## src/rtl/hsc_pkg.sv

```systemverilog
package hsc_pkg;

   localparam int CNT_W      = 16;
   localparam int MS_W       = 16;
   localparam int PP_W       = 7;
   localparam int DUTY_W     = 7;
   localparam int TABLE_W    = 32;
   localparam int SPEED_W    = 24;
   localparam int HALL_W     = 3;
   localparam int ENTRY_W    = 4;
   localparam int CAUSE_W    = 2;
   localparam int CSR_ADDR_W = 2;
   localparam int CSR_DATA_W = 32;

   // rpm = count * 60000 / (6 * ms) / poles = count * 10000 / (ms * poles)
   localparam int SCALE_W = 14;
   localparam logic [SCALE_W-1:0] SPEED_SCALE = 14'd10000;

   localparam int NUM_W  = CNT_W + SCALE_W;
   localparam int DEN_W  = MS_W + PP_W;
   localparam int STEP_W = $clog2(NUM_W);

   localparam logic [ENTRY_W-1:0] NO_DRIVE  = 4'hF;
   localparam logic [1:0]         PHASE_OFF = 2'd3;

   localparam logic [CAUSE_W-1:0] STOP_NONE = 2'd0;
   localparam logic [CAUSE_W-1:0] STOP_KILL = 2'd1;
   localparam logic [CAUSE_W-1:0] STOP_HALL = 2'd2;

   localparam logic [TABLE_W-1:0] TABLE_RST  = 32'hF246918F;
   localparam logic [DUTY_W-1:0]  DUTY_RST   = 7'd50;
   localparam logic [DUTY_W-1:0]  DUTY_MAX   = 7'd100;
   localparam logic [MS_W-1:0]    WINDOW_RST = 16'd2000;
   localparam logic [PP_W-1:0]    POLES_RST  = 7'd4;

   typedef enum logic [CSR_ADDR_W-1:0] {
      CSR_TABLE  = 2'd0,
      CSR_DUTY   = 2'd1,
      CSR_WINDOW = 2'd2,
      CSR_POLES  = 2'd3
   } csr_index_type;

   typedef enum logic [1:0] {
      CTL_IDLE,
      CTL_CALC,
      CTL_PUSH
   } ctl_state_type;

   typedef enum logic [1:0] {
      DIV_IDLE,
      DIV_MUL,
      DIV_DIV
   } div_state_type;

   typedef struct packed {
      logic [HALL_W-1:0] hall_code;
      logic              kill;
      logic              ms_tick;
   } req_type;

   typedef struct packed {
      logic [2:0]         phase_enable;
      logic [2:0]         pwm_phases;
      logic [DUTY_W-1:0]  drive_duty;
      logic               halted;
      logic [CAUSE_W-1:0] stop_cause;
      logic [HALL_W-1:0]  hall_state;
      logic [SPEED_W-1:0] speed_rpm;
      logic               speed_valid;
   } rsp_type;

   typedef struct packed {
      logic start;
   } div_ctl_type;

   typedef struct packed {
      logic done;
      logic busy;
   } div_sts_type;

endpackage

```

## src/rtl/hsc_speed_div.sv

```systemverilog
module hsc_speed_div
   import hsc_pkg::*;
(
   input  logic               clock,
   input  logic               reset,
   input  div_ctl_type        ctl,
   input  logic [CNT_W-1:0]   count,
   input  logic [MS_W-1:0]    elapsed,
   input  logic [PP_W-1:0]    poles,
   output div_sts_type        sts,
   output logic [SPEED_W-1:0] rpm
);

   div_state_type state_ff, state_in;

   logic [STEP_W-1:0] step_ff, step_in;
   logic [NUM_W-1:0]  num_ff, num_in;
   logic [NUM_W-1:0]  csh_ff, csh_in;
   logic [DEN_W-1:0]  den_ff, den_in;
   logic [DEN_W-1:0]  esh_ff, esh_in;
   logic [PP_W-1:0]   ppsh_ff, ppsh_in;
   logic [DEN_W-1:0]  rem_ff, rem_in;
   logic              done_ff, done_in;

   logic [DEN_W:0] trial;
   logic           fits;
   logic           mul_last;
   logic           div_last;

   assign mul_last = (step_ff == STEP_W'(SCALE_W - 1));
   assign div_last = (step_ff == STEP_W'(NUM_W - 1));
   assign trial    = {rem_ff, num_ff[NUM_W-1]};
   assign fits     = (trial >= {1'b0, den_ff});

   always_comb begin
      state_in = state_ff;
      unique case (state_ff)
         DIV_IDLE: if (ctl.start) state_in = DIV_MUL;
         DIV_MUL:  if (mul_last) state_in = DIV_DIV;
         DIV_DIV:  if (div_last) state_in = DIV_IDLE;
         default:  state_in = DIV_IDLE;
      endcase
   end

   always_comb begin
      step_in = step_ff;
      num_in  = num_ff;
      csh_in  = csh_ff;
      den_in  = den_ff;
      esh_in  = esh_ff;
      ppsh_in = ppsh_ff;
      rem_in  = rem_ff;
      done_in = 1'b0;
      unique case (state_ff)
         DIV_IDLE: begin
            if (ctl.start) begin
               step_in = '0;
               num_in  = '0;
               csh_in  = NUM_W'(count);
               den_in  = '0;
               esh_in  = DEN_W'(elapsed);
               ppsh_in = poles;
               rem_in  = '0;
            end
         end
         DIV_MUL: begin
            // shift-add: one bit of the scale constant and of the pole count a cycle
            if (SPEED_SCALE[step_ff[$clog2(SCALE_W)-1:0]]) num_in = num_ff + csh_ff;
            if (ppsh_ff[0]) den_in = den_ff + esh_ff;
            csh_in  = {csh_ff[NUM_W-2:0], 1'b0};
            esh_in  = {esh_ff[DEN_W-2:0], 1'b0};
            ppsh_in = {1'b0, ppsh_ff[PP_W-1:1]};
            step_in = mul_last ? '0 : step_ff + 1'b1;
         end
         DIV_DIV: begin
            // restoring division, quotient bits shift in behind the dividend
            rem_in  = fits ? DEN_W'(trial - {1'b0, den_ff}) : trial[DEN_W-1:0];
            num_in  = {num_ff[NUM_W-2:0], fits};
            step_in = step_ff + 1'b1;
            done_in = div_last;
         end
         default: begin
         end
      endcase
   end

   always_ff @(posedge clock) begin
      if (reset) begin
         state_ff <= DIV_IDLE;
         done_ff  <= 1'b0;
      end else begin
         state_ff <= state_in;
         done_ff  <= done_in;
      end
      step_ff <= step_in;
      num_ff  <= num_in;
      csh_ff  <= csh_in;
      den_ff  <= den_in;
      esh_ff  <= esh_in;
      ppsh_ff <= ppsh_in;
      rem_ff  <= rem_in;
   end

   assign sts.done = done_ff;
   assign sts.busy = (state_ff != DIV_IDLE);
   assign rpm = (num_ff[NUM_W-1:SPEED_W] != '0) ? {SPEED_W{1'b1}} : num_ff[SPEED_W-1:0];

`ifndef SYNTHESIS
   a_start_idle: assert property (@(posedge clock) disable iff (reset)
      ctl.start |-> state_ff == DIV_IDLE)
      else $error("speed divider started while busy");
   a_done_pulse: assert property (@(posedge clock) disable iff (reset)
      done_ff |=> !done_ff)
      else $error("speed divider done held more than one cycle");
   a_den_nonzero: assert property (@(posedge clock) disable iff (reset)
      state_ff == DIV_DIV |-> den_ff != '0)
      else $error("speed divider dividing by zero");
`endif

endmodule

```

## src/rtl/hall_six_step_commutator.sv

```systemverilog
// one result beat per sample beat
// a sample is registered on accept and its beat is loaded in CTL_PUSH; when
//   it closes a speed window, CTL_CALC first runs the bit-serial multiply then divide
// a new sample is taken only in CTL_IDLE, after the last result is loaded;
//   the next sample is taken while a result still waits on rsp_ready
// reset: synchronous, active high; registers to defaults, drive off, not halted
module hall_six_step_commutator
   import hsc_pkg::*;
(
   input  logic                  clock,
   input  logic                  reset,
   input  logic                  req_valid,
   output logic                  req_ready,
   input  req_type               req_data,
   output logic                  rsp_valid,
   input  logic                  rsp_ready,
   output rsp_type               rsp_data,
   input  logic                  csr_we,
   input  logic [CSR_ADDR_W-1:0] csr_addr,
   input  logic [CSR_DATA_W-1:0] csr_wdata
);

   logic [TABLE_W-1:0] table_ff;
   logic [DUTY_W-1:0]  duty_ff;
   logic [MS_W-1:0]    window_ff;
   logic [PP_W-1:0]    poles_ff;

   ctl_state_type state_ff, state_in;

   logic               started_ff, started_in;
   logic               halted_ff, halted_in;
   logic [CAUSE_W-1:0] cause_ff, cause_in;
   logic [HALL_W-1:0]  prev_ff, prev_in;
   logic [ENTRY_W-1:0] drive_ff, drive_in;
   logic [CNT_W-1:0]   trans_ff, trans_in;
   logic [MS_W-1:0]    elapsed_ff, elapsed_in;
   logic [SPEED_W-1:0] speed_ff;
   logic               close_ff, close_in;

   logic               rsp_valid_ff;
   rsp_type            rsp_data_ff;

   logic               accept;
   logic               load_rsp;
   logic [ENTRY_W-1:0] nib;
   logic [MS_W-1:0]    elapsed_tick;
   logic [MS_W-1:0]    window_eff;
   logic [CNT_W-1:0]   div_count;
   logic [MS_W-1:0]    div_elapsed;
   logic [PP_W-1:0]    poles_eff;
   div_ctl_type        div_ctl;
   div_sts_type        div_sts;
   logic [SPEED_W-1:0] div_rpm;
   rsp_type            rsp_next;
   logic [1:0]         hi, lo;

   // configuration
   always_ff @(posedge clock) begin
      if (reset) begin
         table_ff  <= TABLE_RST;
         duty_ff   <= DUTY_RST;
         window_ff <= WINDOW_RST;
         poles_ff  <= POLES_RST;
      end else if (csr_we) begin
         unique case (csr_index_type'(csr_addr))
            CSR_TABLE:  table_ff  <= csr_wdata[TABLE_W-1:0];
            CSR_DUTY:   duty_ff   <= csr_wdata[DUTY_W-1:0];
            CSR_WINDOW: window_ff <= csr_wdata[MS_W-1:0];
            CSR_POLES:  poles_ff  <= csr_wdata[PP_W-1:0];
            default: begin
            end
         endcase
      end
   end

   assign nib          = table_ff[{req_data.hall_code, 2'b00} +: ENTRY_W];
   assign window_eff   = (window_ff == '0) ? MS_W'(1) : window_ff;
   assign poles_eff    = (poles_ff == '0) ? PP_W'(1) : poles_ff;
   assign elapsed_tick = (req_data.ms_tick && elapsed_ff != {MS_W{1'b1}}) ?
                         elapsed_ff + 1'b1 : elapsed_ff;

   // per-sample drive and counter update
   always_comb begin
      started_in  = started_ff;
      halted_in   = halted_ff;
      cause_in    = cause_ff;
      prev_in     = prev_ff;
      drive_in    = drive_ff;
      trans_in    = trans_ff;
      elapsed_in  = elapsed_ff;
      close_in    = 1'b0;
      div_count   = trans_ff;
      div_elapsed = elapsed_tick;
      if (!halted_ff) begin
         if (!started_ff) begin
            started_in = 1'b1;
            if (req_data.kill) begin
               halted_in = 1'b1;
               cause_in  = STOP_KILL;
               drive_in  = NO_DRIVE;
            end else if (nib[1:0] == PHASE_OFF) begin
               halted_in = 1'b1;
               cause_in  = STOP_HALL;
               drive_in  = NO_DRIVE;
            end else begin
               drive_in = nib;
               prev_in  = req_data.hall_code;
            end
         end else if (req_data.kill) begin
            halted_in = 1'b1;
            cause_in  = STOP_KILL;
            drive_in  = NO_DRIVE;
         end else if (req_data.hall_code != prev_ff && nib[1:0] == PHASE_OFF) begin
            halted_in = 1'b1;
            cause_in  = STOP_HALL;
            drive_in  = NO_DRIVE;
         end else begin
            if (req_data.hall_code != prev_ff) begin
               drive_in = nib;
               prev_in  = req_data.hall_code;
               if (trans_ff != {CNT_W{1'b1}}) trans_in = trans_ff + 1'b1;
            end
            div_count  = trans_in;
            elapsed_in = elapsed_tick;
            if (elapsed_tick >= window_eff) begin
               close_in   = 1'b1;
               trans_in   = '0;
               elapsed_in = '0;
            end
         end
      end
   end

   // control sequencer: next state
   always_comb begin
      state_in = state_ff;
      unique case (state_ff)
         CTL_IDLE: if (accept) state_in = close_in ? CTL_CALC : CTL_PUSH;
         CTL_CALC: if (div_sts.done) state_in = CTL_PUSH;
         CTL_PUSH: if (load_rsp) state_in = CTL_IDLE;
         default:  state_in = CTL_IDLE;
      endcase
   end

   // control sequencer: outputs
   always_comb begin
      req_ready     = 1'b0;
      div_ctl.start = 1'b0;
      load_rsp      = 1'b0;
      unique case (state_ff)
         CTL_IDLE: begin
            req_ready     = 1'b1;
            div_ctl.start = req_valid && close_in;
         end
         CTL_CALC: begin
         end
         CTL_PUSH: load_rsp = !rsp_valid_ff || rsp_ready;
         default: begin
         end
      endcase
   end

   assign accept = req_valid && req_ready;

   hsc_speed_div u_div (
      .clock   (clock),
      .reset   (reset),
      .ctl     (div_ctl),
      .count   (div_count),
      .elapsed (div_elapsed),
      .poles   (poles_eff),
      .sts     (div_sts),
      .rpm     (div_rpm)
   );

   always_ff @(posedge clock) begin
      if (reset) begin
         state_ff   <= CTL_IDLE;
         started_ff <= 1'b0;
         halted_ff  <= 1'b0;
         cause_ff   <= STOP_NONE;
         prev_ff    <= '0;
         drive_ff   <= NO_DRIVE;
         trans_ff   <= '0;
         elapsed_ff <= '0;
         speed_ff   <= '0;
         close_ff   <= 1'b0;
      end else begin
         state_ff <= state_in;
         if (accept) begin
            started_ff <= started_in;
            halted_ff  <= halted_in;
            cause_ff   <= cause_in;
            prev_ff    <= prev_in;
            drive_ff   <= drive_in;
            trans_ff   <= trans_in;
            elapsed_ff <= elapsed_in;
            close_ff   <= close_in;
         end
         if (div_sts.done) speed_ff <= div_rpm;
      end
   end

   // result beat built from the updated state
   assign hi = drive_ff[1:0];
   assign lo = drive_ff[3:2];

   always_comb begin
      rsp_next              = '0;
      rsp_next.halted       = halted_ff;
      rsp_next.stop_cause   = cause_ff;
      rsp_next.hall_state   = prev_ff;
      rsp_next.speed_rpm    = speed_ff;
      rsp_next.speed_valid  = close_ff;
      if (!halted_ff && hi != PHASE_OFF) begin
         rsp_next.pwm_phases   = 3'b001 << hi;
         rsp_next.phase_enable = 3'b001 << hi;
         if (lo != PHASE_OFF && lo != hi) begin
            rsp_next.phase_enable = rsp_next.phase_enable | (3'b001 << lo);
         end
         rsp_next.drive_duty = (duty_ff > DUTY_MAX) ? DUTY_MAX : duty_ff;
      end
   end

   always_ff @(posedge clock) begin
      if (reset) begin
         rsp_valid_ff <= 1'b0;
      end else if (load_rsp) begin
         rsp_valid_ff <= 1'b1;
      end else if (rsp_ready) begin
         rsp_valid_ff <= 1'b0;
      end
      if (load_rsp) rsp_data_ff <= rsp_next;
   end

   assign rsp_valid = rsp_valid_ff;
   assign rsp_data  = rsp_data_ff;

`ifndef SYNTHESIS
   a_halt_latched: assert property (@(posedge clock) disable iff (reset)
      halted_ff |=> halted_ff)
      else $error("halted state released without reset");
   a_halt_drive_off: assert property (@(posedge clock) disable iff (reset)
      halted_ff |-> drive_ff == NO_DRIVE && cause_ff != STOP_NONE)
      else $error("drive entry live while halted");
   a_halt_beat_off: assert property (@(posedge clock) disable iff (reset)
      rsp_valid_ff && rsp_data_ff.halted |->
         rsp_data_ff.phase_enable == '0 && rsp_data_ff.drive_duty == '0)
      else $error("halted beat still drives a phase");
   a_done_in_calc: assert property (@(posedge clock) disable iff (reset)
      div_sts.done |-> state_ff == CTL_CALC)
      else $error("speed result arrived outside calc");
   a_calc_busy: assert property (@(posedge clock) disable iff (reset)
      state_ff == CTL_CALC && !div_sts.done |-> div_sts.busy)
      else $error("calc waiting on idle divider");
`endif

endmodule
```

## config.mk

```make
export PLATFORM = sky130hd
export DESIGN_NAME = hall_six_step_commutator
export DESIGN_NICKNAME = d
export VERILOG_FILES = /design/src/rtl/hsc_pkg.sv /design/src/rtl/hsc_speed_div.sv /design/src/rtl/hall_six_step_commutator.sv
export SDC_FILE = /design/constraint.sdc
export NUM_CORES = 1
export LEC_CHECK = 0
export ABC_AREA = 1
export ABC_CLOCK_PERIOD_IN_PS = 14900
export BUFFER_PORTS_ARGS = -buffer_cell sky130_fd_sc_hd__buf_2
export CAP_MARGIN = 0
export CORE_MARGIN = 2
export CORE_UTILIZATION = 25
export DETAILED_ROUTE_END_ITERATION = 8
export HOLD_SLACK_MARGIN = 0.12
export PLACE_DENSITY_LB_ADDON = 0.25
export SLEW_MARGIN = 10
export SYNTH_ARGS = -nofsm -noshare
export SYNTH_HDL_FRONTEND = slang
export SYNTH_HIERARCHICAL = 1
export SYNTH_SLANG_ARGS = --single-unit
```

## constraint.sdc

```tcl
create_clock -name clock -period 14.9 [get_ports clock]
set_input_delay 1.49 -clock clock [delete_from_list [all_inputs] [get_ports clock]]
set_output_delay 1.49 -clock clock [all_outputs]
set_load 0.02 [all_outputs]
```

==> Word level (Yosys, flattened, before mapping) <==
Memory sizes are Yosys's and may differ from the RTL's. A register that Yosys moved wholly into a read port is not among the register bits.
Cells that the tools add are included.
{ "totals": {"register_bits": 321, "latch_bits": 0, "ram_bits": 0, "mem_bits_ro": 16, "inputBits": 44, "output_inout_bits": 46, "word_cells": 195, "mem_count": 1} }
{ "memory_table": {"columns": ["memory", "words", "width", "rd", "rd_clocked_by_memory_dff", "write_ports", "line", "source"], "rows": [
  ["(name not given)", 16, 1, 1, 1, 0, "hsc_speed_div.sv:68", "if (SPEED_SCALE[step_ff[$clog2(SCALE_W)-1:0]]) num_in = num_ff + csh_ff;"]
]} }
{ "op_classes": {"n_addsub": 6, "mul": 0, "n_div": 0, "order_cmp": 4, "eq_ne": 29, "shifts": 3, "muxes": 75, "n_bitwise": 6, "reduce_logical": 38} }
{ "ops": {"columns": ["operator", "count"], "rows": [
  ["$mux 16", 10],
  ["$pmux 23 s2", 3],
  ["$mux 23", 4],
  ["$mux 30", 3],
  ["$pmux 30 s3", 1],
  ["$pmux 30 s2", 1],
  ["$add 16x1->16 const B", 2],
  ["$ne 16x16->1 const B", 2],
  ["$shiftx 32x6->4", 1],
  ["$add 30x30->30", 1],
  ["$mux 4", 7],
  ["$ge 24x23->1", 1],
  ["$mux 2", 12],
  ["$mux 24", 1],
  ["$add 23x23->23", 1],
  ["$sub 23x23->23", 1],
  ["$mux 3", 7],
  ["$mux 7", 3],
  ["$mux 1", 17],
  ["$ge 16x16->1", 1],
  ["$logic_not 16->1", 1],
  ["$reduce_and 2->1", 8],
  ["$pmux 5 s3", 1],
  ["$reduce_and 3->1", 5],
  ["other kinds (31)", 67]
]} }

==> Logic depth before layout (Yosys ltp) <==
Gate-level depths: netlist of run 1.
{ "logic_depth": {"depth_word": 14, "ltp_mapped": 32} }

==> Hierarchy <==
Netlist of run 1, hierarchy kept.
{ "by_module_without_submodules": {"columns": ["mod", "n_inst", "cells_per_inst", "area_per_inst_um2"], "rows": [
  ["hsc_speed_div", 1, 1601, 11223.3],
  ["hall_six_step_commutator", 1, 1168, 8702.1]
]} }

==> Worst setup path before layout of run 1 <==
No wires, ideal clock.
{ "synth_path": {"path_kind": "input -> register", "start": "input port req_data[0] (netlist bit)", "end": "register u_div.den_ff[0] (enable)", "arrival_ps": 6835, "required_time_ps": 14519, "path_slack_ps": 7684, "path_stages": 17, "path_buffers": 1, "path_cell_list": "o21ai_4 -> inv_4 -> buf_6 -> a21oi_1 -> inv_1 -> ha_1 -> nand2_1 -> nor2_1 -> nand4_1 -> inv_1 -> nand2_1 -> nand2_1 -> nor2_1 -> nor2_1 -> nor2_1 -> a21oi_1 -> o21a_1"} }
{ "synth_via": {"elab_chain_cells": 12} }
{ "synth_lines": {"columns": ["element", "line", "source"], "rows": [
  ["start: declaration", "hall_six_step_commutator.sv:14", "input req_type req_data,"],
  ["$logic_and 1x1->1", "hall_six_step_commutator.sv:79", "assign elapsed_tick = (req_data.ms_tick && elapsed_ff != {MS_W{1'b1}}) ?"],
  ["$mux 16", "hall_six_step_commutator.sv:79", null],
  ["named net div_elapsed[15]", "hall_six_step_commutator.sv:49", "logic [MS_W-1:0] div_elapsed;"],
  ["$ge 16x16->1", "hall_six_step_commutator.sv:125", "if (elapsed_tick >= window_eff) begin"],
  ["$mux 1", "hall_six_step_commutator.sv:125", null],
  ["$mux 1", "hall_six_step_commutator.sv:113", "end else if (req_data.hall_code != prev_ff && nib[1:0] == PHASE_OFF) begin"],
  ["$mux 1", "hall_six_step_commutator.sv:109", "end else if (req_data.kill) begin"],
  ["$mux 1", "hall_six_step_commutator.sv:95", "if (!started_ff) begin"],
  ["$mux 1", "hall_six_step_commutator.sv:94", "if (!halted_ff) begin"],
  ["$logic_and 1x1->1", "hall_six_step_commutator.sv:153", "div_ctl.start = req_valid && close_in;"],
  ["$mux 1", "hall_six_step_commutator.sv:150", "unique case (state_ff)"],
  ["named net div_ctl", "hall_six_step_commutator.sv:51", "div_ctl_type div_ctl;"],
  ["$ne 2x2->1 (no line)", null, null],
  ["$reduce_and 3->1 (no line)", null, null],
  ["end signal: assignment", "hsc_speed_div.sv:98", "den_ff <= den_in;"],
  ["end: declaration", "hsc_speed_div.sv:19", "logic [DEN_W-1:0] den_ff, den_in;"]
]} }
The timed path passes the listed nets, and every way through them passes these cells.
A chain may end at the register's enable or synchronous reset.

==> Worst setup path after layout of run 1 <==
{ "layout_path": {"start": "input port req_data[2] (netlist bit)", "end": "register u_div.num_ff[21] (enable)"} }
{ "layout_via": {"elab_chain_cells": 11, "word_cells_on_any_way": 12, "cone_classes": "3 x eq/ne; 1 x shift; 5 x mux; 3 x reduce/logical"} }
{ "layout_lines": {"columns": ["element", "line", "source"], "rows": [
  ["$shiftx 32x6->4", "hall_six_step_commutator.sv:76", "assign nib = table_ff[{req_data.hall_code, 2'b00} +: ENTRY_W];"],
  ["$eq 2x2->1", "hall_six_step_commutator.sv:113", null],
  ["$logic_and 1x1->1 (*)", "hall_six_step_commutator.sv:113", null],
  ["$mux 1 (*)", "hall_six_step_commutator.sv:113", null],
  ["$mux 1 (*)", "hall_six_step_commutator.sv:109", null],
  ["$mux 1 (*)", "hall_six_step_commutator.sv:95", null],
  ["$mux 1 (*)", "hall_six_step_commutator.sv:94", null],
  ["$logic_and 1x1->1 (*)", "hall_six_step_commutator.sv:153", null],
  ["$mux 1 (*)", "hall_six_step_commutator.sv:150", null],
  ["named net div_ctl", "hall_six_step_commutator.sv:51", null],
  ["$ne 2x2->1 (no line) (*)", null, null],
  ["$reduce_and 3->1 (no line) (*)", null, null],
  ["end signal: assignment", "hsc_speed_div.sv:96", "num_ff <= num_in;"],
  ["end: declaration", "hsc_speed_div.sv:17", "logic [NUM_W-1:0] num_ff, num_in;"]
]} }
Mark *: on every way through the listed nets, which the timed path passes. The rest lies on a longest branch.

==> flow_summary.ini, run 1 <==
[logic_synthesis]
yosysSeqAreaShare = 0.416
synth.largest_area_cell = edfxtp_1
yosysWarnings = 6
async_flop_share = 0
ys_dominant_reg_cell = edfxtp_1
synth_edf_count = 185
synth_top_area_share = 0.279
netlist_area_um2 = 19900
syn-num-nets = 2914
post_synth.cell_area_avg_um2 = 7.20
synthTopCellsByCount = nand2_1, inv_1, nor2_1
synthTopCellsByArea = edfxtp_1, nand2_1, dfxtp_1, inv_1, ha_1
ys_types = 54
synthCells = 2769
yosysMostFrequentCell = nand2_1
ys_ff_latch = 322

[worst_hold_path]
worstHoldStart = speed_ff[10]$_SDFFE_PP0P_
min_path_cells = 0
min_delay_worst_endpoint = rsp_data[11]$_DFFE_PP_
min_path_type = reg -> reg

[floorplan]
die_h_um = 286
die_width_um = 286
start_util = 0.252
ios = 90
die_area_um2 = 82000
num_rows = 103
core_um2 = 79000

[sta]
fin_tns_setup_ns = 0
tightestPinTransition_ns = 1.12
rsz0062_at_grt = no
finalClockSkew_ns = 0.0237
setup_violations = 0
max_slew_margin = 0.252
finalCriticalPeriod_ns = 4.93
hold_violations = 0
hold_slack_ns = 0.423
slew_viol_final = 0
clock.fmax_ghz = 0.203
finalCritPeriodShare = 0.331

[place]
gp_congestion = 0.853
dpl_cell_area_um2 = 21400
hpwl_um = 40700
io_buffers = 89

[clocking]
cts_tree = built
cts.path.max_buffers = 3
cts_sinks = 322
h-tree-depth = 2
cts_resized = 0
numCtsBuffers = 40
post-cts-setup-buffer-count = 0
clk_pin_slew_ns = 0.05
clock_latency_ns = 0.57
cts.hold.buffers_added = 0
cts_root_buf = clkbuf_16

[power_and_ir_drop]
power.internal_mw = 2.41
p_seq_frac = 0.317
p_sw_mw = 1.94
clock_power_share = 0.219
combPwrFrac = 0.464
p_per_area_nw_per_um2 = 192
switching_share = 0.445
ir_worst_vdd_mv = 0.0956
p_leak_nw = 10.2
p_total_mw = 4.35

[critical_path]
r2r-end = u_div/num_ff[21]$_DFFE_PP_
cp-end-kind = flip-flop
slowest_delay_ns = 0.58
start_kind = primary input
crit_fanout = 36
crit_path_frequent_cell = nor2_1
cp_slowest_cell = nor2_1
r2r_slack_ns = 10.02
crit_buf_inv = 4
path_cells = buf_2 > xnor2_1 > nand3_2 > inv_2 > nor2_1 > nand2_2 > nand3_4 > nor2_1 > nor2_1 > nor2_1 > inv_1 > nor2_2 > buf_4
r2r_cells = 23
cpLargestDelayFamily = simple AND/OR/NAND/NOR gates
r2r_start = elapsed_ff[0]$_SDFFE_PP0P_
cp.required_ns = 15.10
critPathKind = in -> reg
worst_ep_arrival_time_ns = 5.12

[finish]
finish.utilization = 0.287
drive_gt1_frac = 0.0823
syn2layout_area_growth_pct = 13.9
nFillCells = 8723
fin_nets = 2971
n_antenna_cell = 0
design_area_um2 = 22700

[run_status]
status = complete, no violations

[detailed_routing]
vias = 17100
drc_errors = 0
wire_per_inst_um = 14.2
vias_per_cell = 4.38
firstDrtPassIters = 8
ant_nets = 0
drt_iter0_markers = 1091
routed_wl_um = 55600

[global_route]
grt_max_degree = 82
grt-ovfl-total = 0
track_usage = 0.135
grt_pass1_vias = 16500
antenna_found_initial = 0
grt_first_pass_wirelength_um = 90000

[flow_run]
cap_violations = 0
-- sequential cells by signal, summed over array words and instances, names as in the netlist, 3 cells and up, named ones only --
register and count:
u_div/den_ff 23, table_ff 32, duty_ff 7, u_div/ppsh_ff 7
poles_ff 7, u_div/num_ff 30, rsp_data 44, prev_ff 3
trans_ff 16, window_ff 16, elapsed_ff 16, u_div/csh_ff 30
drive_ff 4, u_div/esh_ff 23, speed_ff 24, u_div/step_ff 5
u_div/rem_ff 23
-- power groups by stage --
stage | Clock (mW) | Combinational, mW | Sequential [mW]
finish | 0.952 | 2.02 | 1.38
global route | 1.02 | 2.33 | 1.41
CTS | 0.986 | 2.04 | 1.39
detailed placement | 0 | 2.03 | 1.40
global placement | 0 | 2.03 | 1.40
floorplan | 0 | 1.51 | 1.35
-- layout by cell type, fill, tap and decap left out, types with 8 or more instances in the layout --
master       n
nor3_1      16
o21ai_0    141
nor2_1     313
nand2_2     11
o21a_1       8
ha_1        96
edfxtp_1   185
inv_1      375
inv_2       12
nand2_1    851
a21oi_2     11
xor2_1      25
nand4_1     28
buf_2       89
clkbuf_16   41
o211ai_1    26
nand3b_1     8
o21ai_1      9
o21bai_1    10
a21oi_1    198
dfxtp_1    137
xnor2_1     12
buf_4       14
nand3_1    137
a21o_1       9
-- metrics by stage --
| stage | cells | setup WS (ns) |
|---|---|---|
| floorplan | 2769 | 7.68 |
| global placement | 3834 | 9.37 |
| detailed placement | 3834 | 9.34 |
| CTS | 3905 | 9.90 |
| global route | 3905 | 9.44 |
| finish | 3905 | 9.97 |
-- area by class of cell --
| type | instances | area, µm² | share of cell area |
|---|---|---|---|
| clock buffer | 53 | 1120 | 0.0496 |
| clock inverter | 18 | 143 | 0.00629 |
| inverter | 390 | 1470 | 0.0646 |
| multi-input combinational | 1969 | 9800 | 0.432 |
| sequential | 322 | 8300 | 0.366 |
| tap | 1050 | 1310 | 0.0579 |
| timing repair buffer | 103 | 551 | 0.0243 |
-- logic make-up (layout without fill, tap and decap cells) --
family | count (synthesis) | count (layout) | share of synthesized area
AND/OR/NAND/NOR | 1399 | 1399 | 0.287
buffers and inverters | 478 | 564 | 0.0943
AO/OA/AOI/OAI | 431 | 431 | 0.120
flip-flops | 322 | 322 | 0.416
adder cells (fa/ha/maj) | 101 | 101 | 0.0646
XOR/XNOR | 38 | 38 | 0.0171
-- routing by layer --
layer / GRT usage / part of all wire
met3: 0.0192 / 0.039
met4: 0.0327 / 0.018
met5: 0 / 0
met2: 0.220 / 0.45
met1: 0.188 / 0.49
-- worst max path at each step --
stage	startpoint	endpoint	slack (ns)	cells after the start
finish	req_data[2]	u_div/num_ff[21]$_DFFE_PP_	9.97	13
global placement	req_data[2]	u_div/num_ff[23]$_DFFE_PP_	9.37	13
floorplan	req_data[0]	u_div/den_ff[0]$_SDFFCE_PN0P_	7.68	17
global route	req_data[2]	u_div/num_ff[21]$_DFFE_PP_	9.44	13
detailed placement	req_data[2]	u_div/num_ff[24]$_DFFE_PP_	9.34	13
CTS	req_data[2]	u_div/num_ff[21]$_DFFE_PP_	9.90	13
(Power assumes the default switching activity.)
==> run 2: changes to the inputs <==
- ABC_CLOCK_PERIOD_IN_PS: 14900 -> 4400
- clock period: 14.9 -> 4.4 ns (I/O delays scaled with it)
==> run 2 against run 1 <==
Net effect:
- sequential power rose to 3.4 times the previous value
- cell count up 0.92%
- combinational power rose to 3.4 times the previous value
- flip-flop and latch count unchanged
- clock power rose to 3.4 times the previous value
- critical path type is now reg -> reg
- critical endpoint is now u_div/csh_ff[29]$_SDFFCE_PN0P_
==> flow_summary.ini, run 2 (synthesis gave the netlist of run 1 again) <==
[run_status]
status = complete, no violations

[detailed_routing]
wl_met3_um = 1990
wl_met2_um = 24700
firstDrtPassIters = 7
wire_per_inst_um = 14.0
ant_nets = 0
met1_length_um = 27200
vias = 17300
routed_wl_um = 55100
drt_iter0_markers = 1001
vias_per_cell = 4.39
top_layer = met4
drc_errors = 0

[floorplan]
num_rows = 103
start_util = 0.252
die_h_um = 286
core_um2 = 79000
die_width_um = 286
ios = 90
die_area_um2 = 82000

[global_route]
track_usage = 0.133
antenna_found_initial = 0
grt_pass1_vias = 16500
grt-ovfl-total = 0
grt_first_pass_wirelength_um = 88700
grt_max_degree = 67

[finish]
nFillCells = 8653
seqCellArea_um2 = 8300
multiInputGateArea_um2 = 9820
final_cell_mix = nand2_1, inv_1, nor2_1
layout_commonest_cell = nand2_1
n_antenna_cell = 0
largest_reg_flops = 44
syn2layout_area_growth_pct = 15.7
drive_gt1_frac = 0.0861
fin_nets = 3004

[clocking]
clock_latency_ns = 0.58
cts.path.max_buffers = 3
cts_tree = built
cts_root_buf = clkbuf_16
clk_pin_slew_ns = 0.06
cts_sinks = 322
numCtsBuffers = 40
h-tree-depth = 2

[sta]
finalCritPeriodShare = 0.889
clock.fmax_ghz = 0.256
rsz0062_at_grt = no
fin_tns_setup_ns = 0
max_slew_margin = 0.212
tightestPinTransition_ns = 1.18
hold_violations = 0
finalCriticalPeriod_ns = 3.91
finalClockSkew_ns = 0.0211
slew_viol_final = 0
setup_violations = 0

[place]
io_buffers = 89
gp_congestion = 0.854
hpwl_um = 41000

[critical_path]
crit_fanout = 19
r2r_start = elapsed_ff[0]$_SDFFE_PP0P_
critPathLaunch = elapsed_ff[0]$_SDFFE_PP0P_
cp-end-kind = flip-flop
worst_ep_arrival_time_ns = 4.16
start_kind = flip-flop
critPathKind = reg -> reg
cp.required_ns = 4.65

[power_and_ir_drop]
p_total_mw = 14.9
ir_worst_vdd_mv = 0.298
p_per_area_nw_per_um2 = 646
p_leak_nw = 10.4

[worst_hold_path]
min_path_type = in -> reg
worstHoldStart = csr_wdata[21]

[flow_run]
cap_violations = 0
## run 2: cell types whose count changed in the layout (fill, tap and decap cells not counted), moves of 2 or more
cell           delta
clkinv_1          +2
clkinvlp_4        +2
clkinv_4          +6
dlygate4sd3_1    +22
o21a_4            +2
buf_4             +8
clkinv_2          -3
## run 2: power breakdown
group	total, mW	internal (mW)	switching [mW]
sequential	4.68	4.18	0.503
combinational	6.95	2.23	4.72
clock	3.26	1.90	1.35
## run 2: final cells by class
| class | instances | share of cell area |
|---|---|---|
| clock inverter | 24 | 0.00863 |
| tap | 1050 | 0.0570 |
| sequential | 322 | 0.360 |
| multi-input combinational | 1970 | 0.426 |
| inverter | 390 | 0.0636 |
| timing repair buffer | 135 | 0.0374 |
| clock buffer | 50 | 0.0477 |
## run 2: worst paths after layout
kind | end | slack [ns] | depth (start not counted)
max | u_div/csh_ff[29]$_SDFFCE_PN0P_ | 0.49 | 20
min | table_ff[21]$_SDFFE_PP0P_ | 0.17 | 3
max reg2reg | u_div/csh_ff[29]$_SDFFCE_PN0P_ | 0.49 | 20
min reg2reg | rsp_data[17]$_DFFE_PP_ | 0.43 | 0
## run 2: metal layers
layer,vias up,global-route usage
met1,7850,0.183
li1,9115,-
met4,0,0.0364
met2,257,0.216
met5,-,0
met3,67,0.0201
## run 2: critical path: stages (launching register included)
cell and delay [ns]:
dfxtp_1 0.42, ha_1 0.23, inv_1 0.09, nor2_4 0.17, nand2_4 0.08, o21ai_4 0.15, inv_4 0.12, or2_2 0.29
nand2_1 0.07, inv_1 0.06, ha_1 0.27, nand2_1 0.05, nor2_1 0.17, nand4_1 0.16, nor2_1 0.17, nor2_1 0.11
nor2_1 0.18, nor2_1 0.09, buf_4 0.16, a21oi_4 0.22, buf_4 0.32
## run 2: repair_timing
item	4_1_cts	5_1_grt
endpoints found under the setup margin	0	126
hold buffers	22	0
hold endpoints to repair	25	0
buffers inserted	0	1
resized for setup	0	3
## run 2: per-stage QoR
step	instances	worst slack, ns	hold WS [ns]	utilization	area [µm²]
floorplan	2769	0.0243	0.403	-	20000
global placement	3843	0.282	0.412	0.272	21500
finish	3941	0.489	0.170	0.292	23100
detailed placement	3843	0.210	0.410	0.272	21500
global route	3941	0.0962	0.145	0.292	23100
CTS	3939	0.166	0.122	0.292	23000
==> run 3: changes to the inputs <==
- BUFFER_PORTS_ARGS: -buffer_cell sky130_fd_sc_hd__buf_2 -> -buffer_cell sky130_fd_sc_hd__clkbuf_2
- PLACE_DENSITY_LB_ADDON: 0.25 -> 0.15
==> run 3 against run 2 <==
Net effect:
- maximum frequency fell by 1.9%
- sequential power is essentially flat
- first-iteration DRC count increased by 0.30%
- cell count is essentially flat
- final area increased by 0.11%
- routed wire length is 7.9% higher
- die area unchanged
- critical path depth rose by 3
==> flow_summary.ini, run 3 (synthesis gave the netlist of run 1 again) <==
[run_status]
status = complete, no violations

[global_route]
track_usage = 0.143
antenna_found_initial = 0
grt_pass1_vias = 17200
grt_first_pass_wirelength_um = 94600
grt-ovfl-total = 0
grt_max_degree = 57

[clocking]
numCtsBuffers = 40
cts_sinks = 322
clk_pin_slew_ns = 0.06
cts_root_buf = clkbuf_16
h-tree-depth = 2
cts.path.max_buffers = 3
clock_latency_ns = 0.57
cts_tree = built

[critical_path]
crit_fanout = 24
worst_ep_arrival_time_ns = 4.25
cp_slowest_cell = dfxtp_1
critPathKind = reg -> reg
path_cells = ha_1 > inv_1 > nor2_4 > nand2_4 > o21ai_4 > inv_4 > or2_2 > nand2_1 > inv_1 > ha_1 > nand2_1 > nor2_1 > nand4_1 > inv_1 > nand2_1 > nand2_1 > nor2_2 > nor2_2 > nor2_1 > buf_4 > a21oi_4 > buf_12 > o21a_4
crit_buf_inv = 6
start_kind = flip-flop
cpLargestDelayFamily = simple AND/OR/NAND/NOR gates
cp.required_ns = 4.66
cp-end-kind = flip-flop
slowest_delay_ns = 0.43
crit_path_frequent_cell = nand2_1

[finish]
nFillCells = 8586
drive_gt1_frac = 0.0859
syn2layout_area_growth_pct = 15.9
largest_reg_flops = 44
fin_nets = 3001
finish.utilization = 0.292
n_antenna_cell = 0
layout_commonest_cell = nand2_1
final_cell_mix = nand2_1, inv_1, nor2_1

[detailed_routing]
ant_nets = 0
vias_per_cell = 4.47
firstDrtPassIters = 7
drc_errors = 0
wire_per_inst_um = 15.1
routed_wl_um = 59500
drt_iter0_markers = 1004
vias = 17600

[sta]
hold_slack_ns = 0.141
finalCriticalPeriod_ns = 3.99
slew_viol_final = 0
finalCritPeriodShare = 0.906
tightestPinTransition_ns = 1.11
setup_violations = 0
hold_violations = 0
clock.fmax_ghz = 0.251
fin_tns_setup_ns = 0
finalClockSkew_ns = 0.0133
rsz0062_at_grt = no
max_slew_margin = 0.256

[place]
gp_congestion = 0.842
io_buffers = 89
hpwl_um = 44200

[flow_run]
cap_violations = 0

[floorplan]
start_util = 0.252
die_width_um = 286
die_area_um2 = 82000
die_h_um = 286
num_rows = 103
core_um2 = 79000
ios = 90

[worst_hold_path]
min_path_type = in -> reg

[power_and_ir_drop]
p_total_mw = 15.2
ir_worst_vdd_mv = 0.307
p_leak_nw = 10.4
p_per_area_nw_per_um2 = 657
run 3: cell count changes in the layout (fill, tap and decap cells not counted), moves of 3 or more:
cell	change
clkbuf_2	+89
buf_12	+3
dlygate4sd3_1	-4
buf_2	-89
clkinv_4	-5
clkbuf_1	+4
run 3: metal layers:
| metal | vias to the layer above | GRT usage | share of wire |
|---|---|---|---|
| met5 | - | 0 | 0 |
| met4 | 0 | 0.0483 | 0.030 |
| met3 | 89 | 0.0188 | 0.032 |
| met2 | 264 | 0.235 | 0.45 |
| met1 | 8152 | 0.194 | 0.48 |
| li1 | 9114 | - | - |
run 3: repair_timing:
action                                  CTS  global route
resized for setup                         0            12
setup buffers                             0             1
endpoints found under the setup margin    0           137
hold buffers                             18             0
endpoints found under the hold margin    21             0
run 3: layout make-up:
class	instances	area, µm²	area share
Clock buffer	51	1060	0.0460
Clock inverter	23	248	0.0107
Inverter	390	1470	0.0635
Multi-Input combinational cell	1971	9840	0.426
Sequential cell	322	8300	0.359
Tap cell	1050	1310	0.0569
Timing Repair Buffer	131	856	0.0371
run 3: tightest hold or removal path, delay by kind of cell:
kind | cells | cell delay [ns]
buffers and inverters | 1 | 0.11
AND/OR/NAND/NOR | 2 | 0.13
run 3: final timing paths:
kind                                                 start                        endpoint  slack (ns)  cells after the start
worst min-delay path                         csr_wdata[14]       table_ff[14]$_SDFFE_PP0P_        0.14                      3
worst max-delay path            elapsed_ff[0]$_SDFFE_PP0P_  u_div/den_ff[15]$_SDFFCE_PN0P_        0.41                     23
worst min register to register    speed_ff[4]$_SDFFE_PP0P_           rsp_data[5]$_DFFE_PP_        0.43                      0
worst max register to register  elapsed_ff[0]$_SDFFE_PP0P_  u_div/den_ff[15]$_SDFFCE_PN0P_        0.41                     23
run 3: where the power goes:
group	switching (mW)	internal, mW
logic	4.83	2.27
clock network	1.41	1.96
registers	0.514	4.18
run 3: per-stage QoR:
stage               std cells  worst slack, ns  instance area (µm²)
finish                   3938            0.412                23100
global route             3938           0.0136                23100
CTS                      3935            0.169                23000
detailed placement       3843            0.202                21500
global placement         3843            0.326                21500
floorplan                2769           0.0243                20000
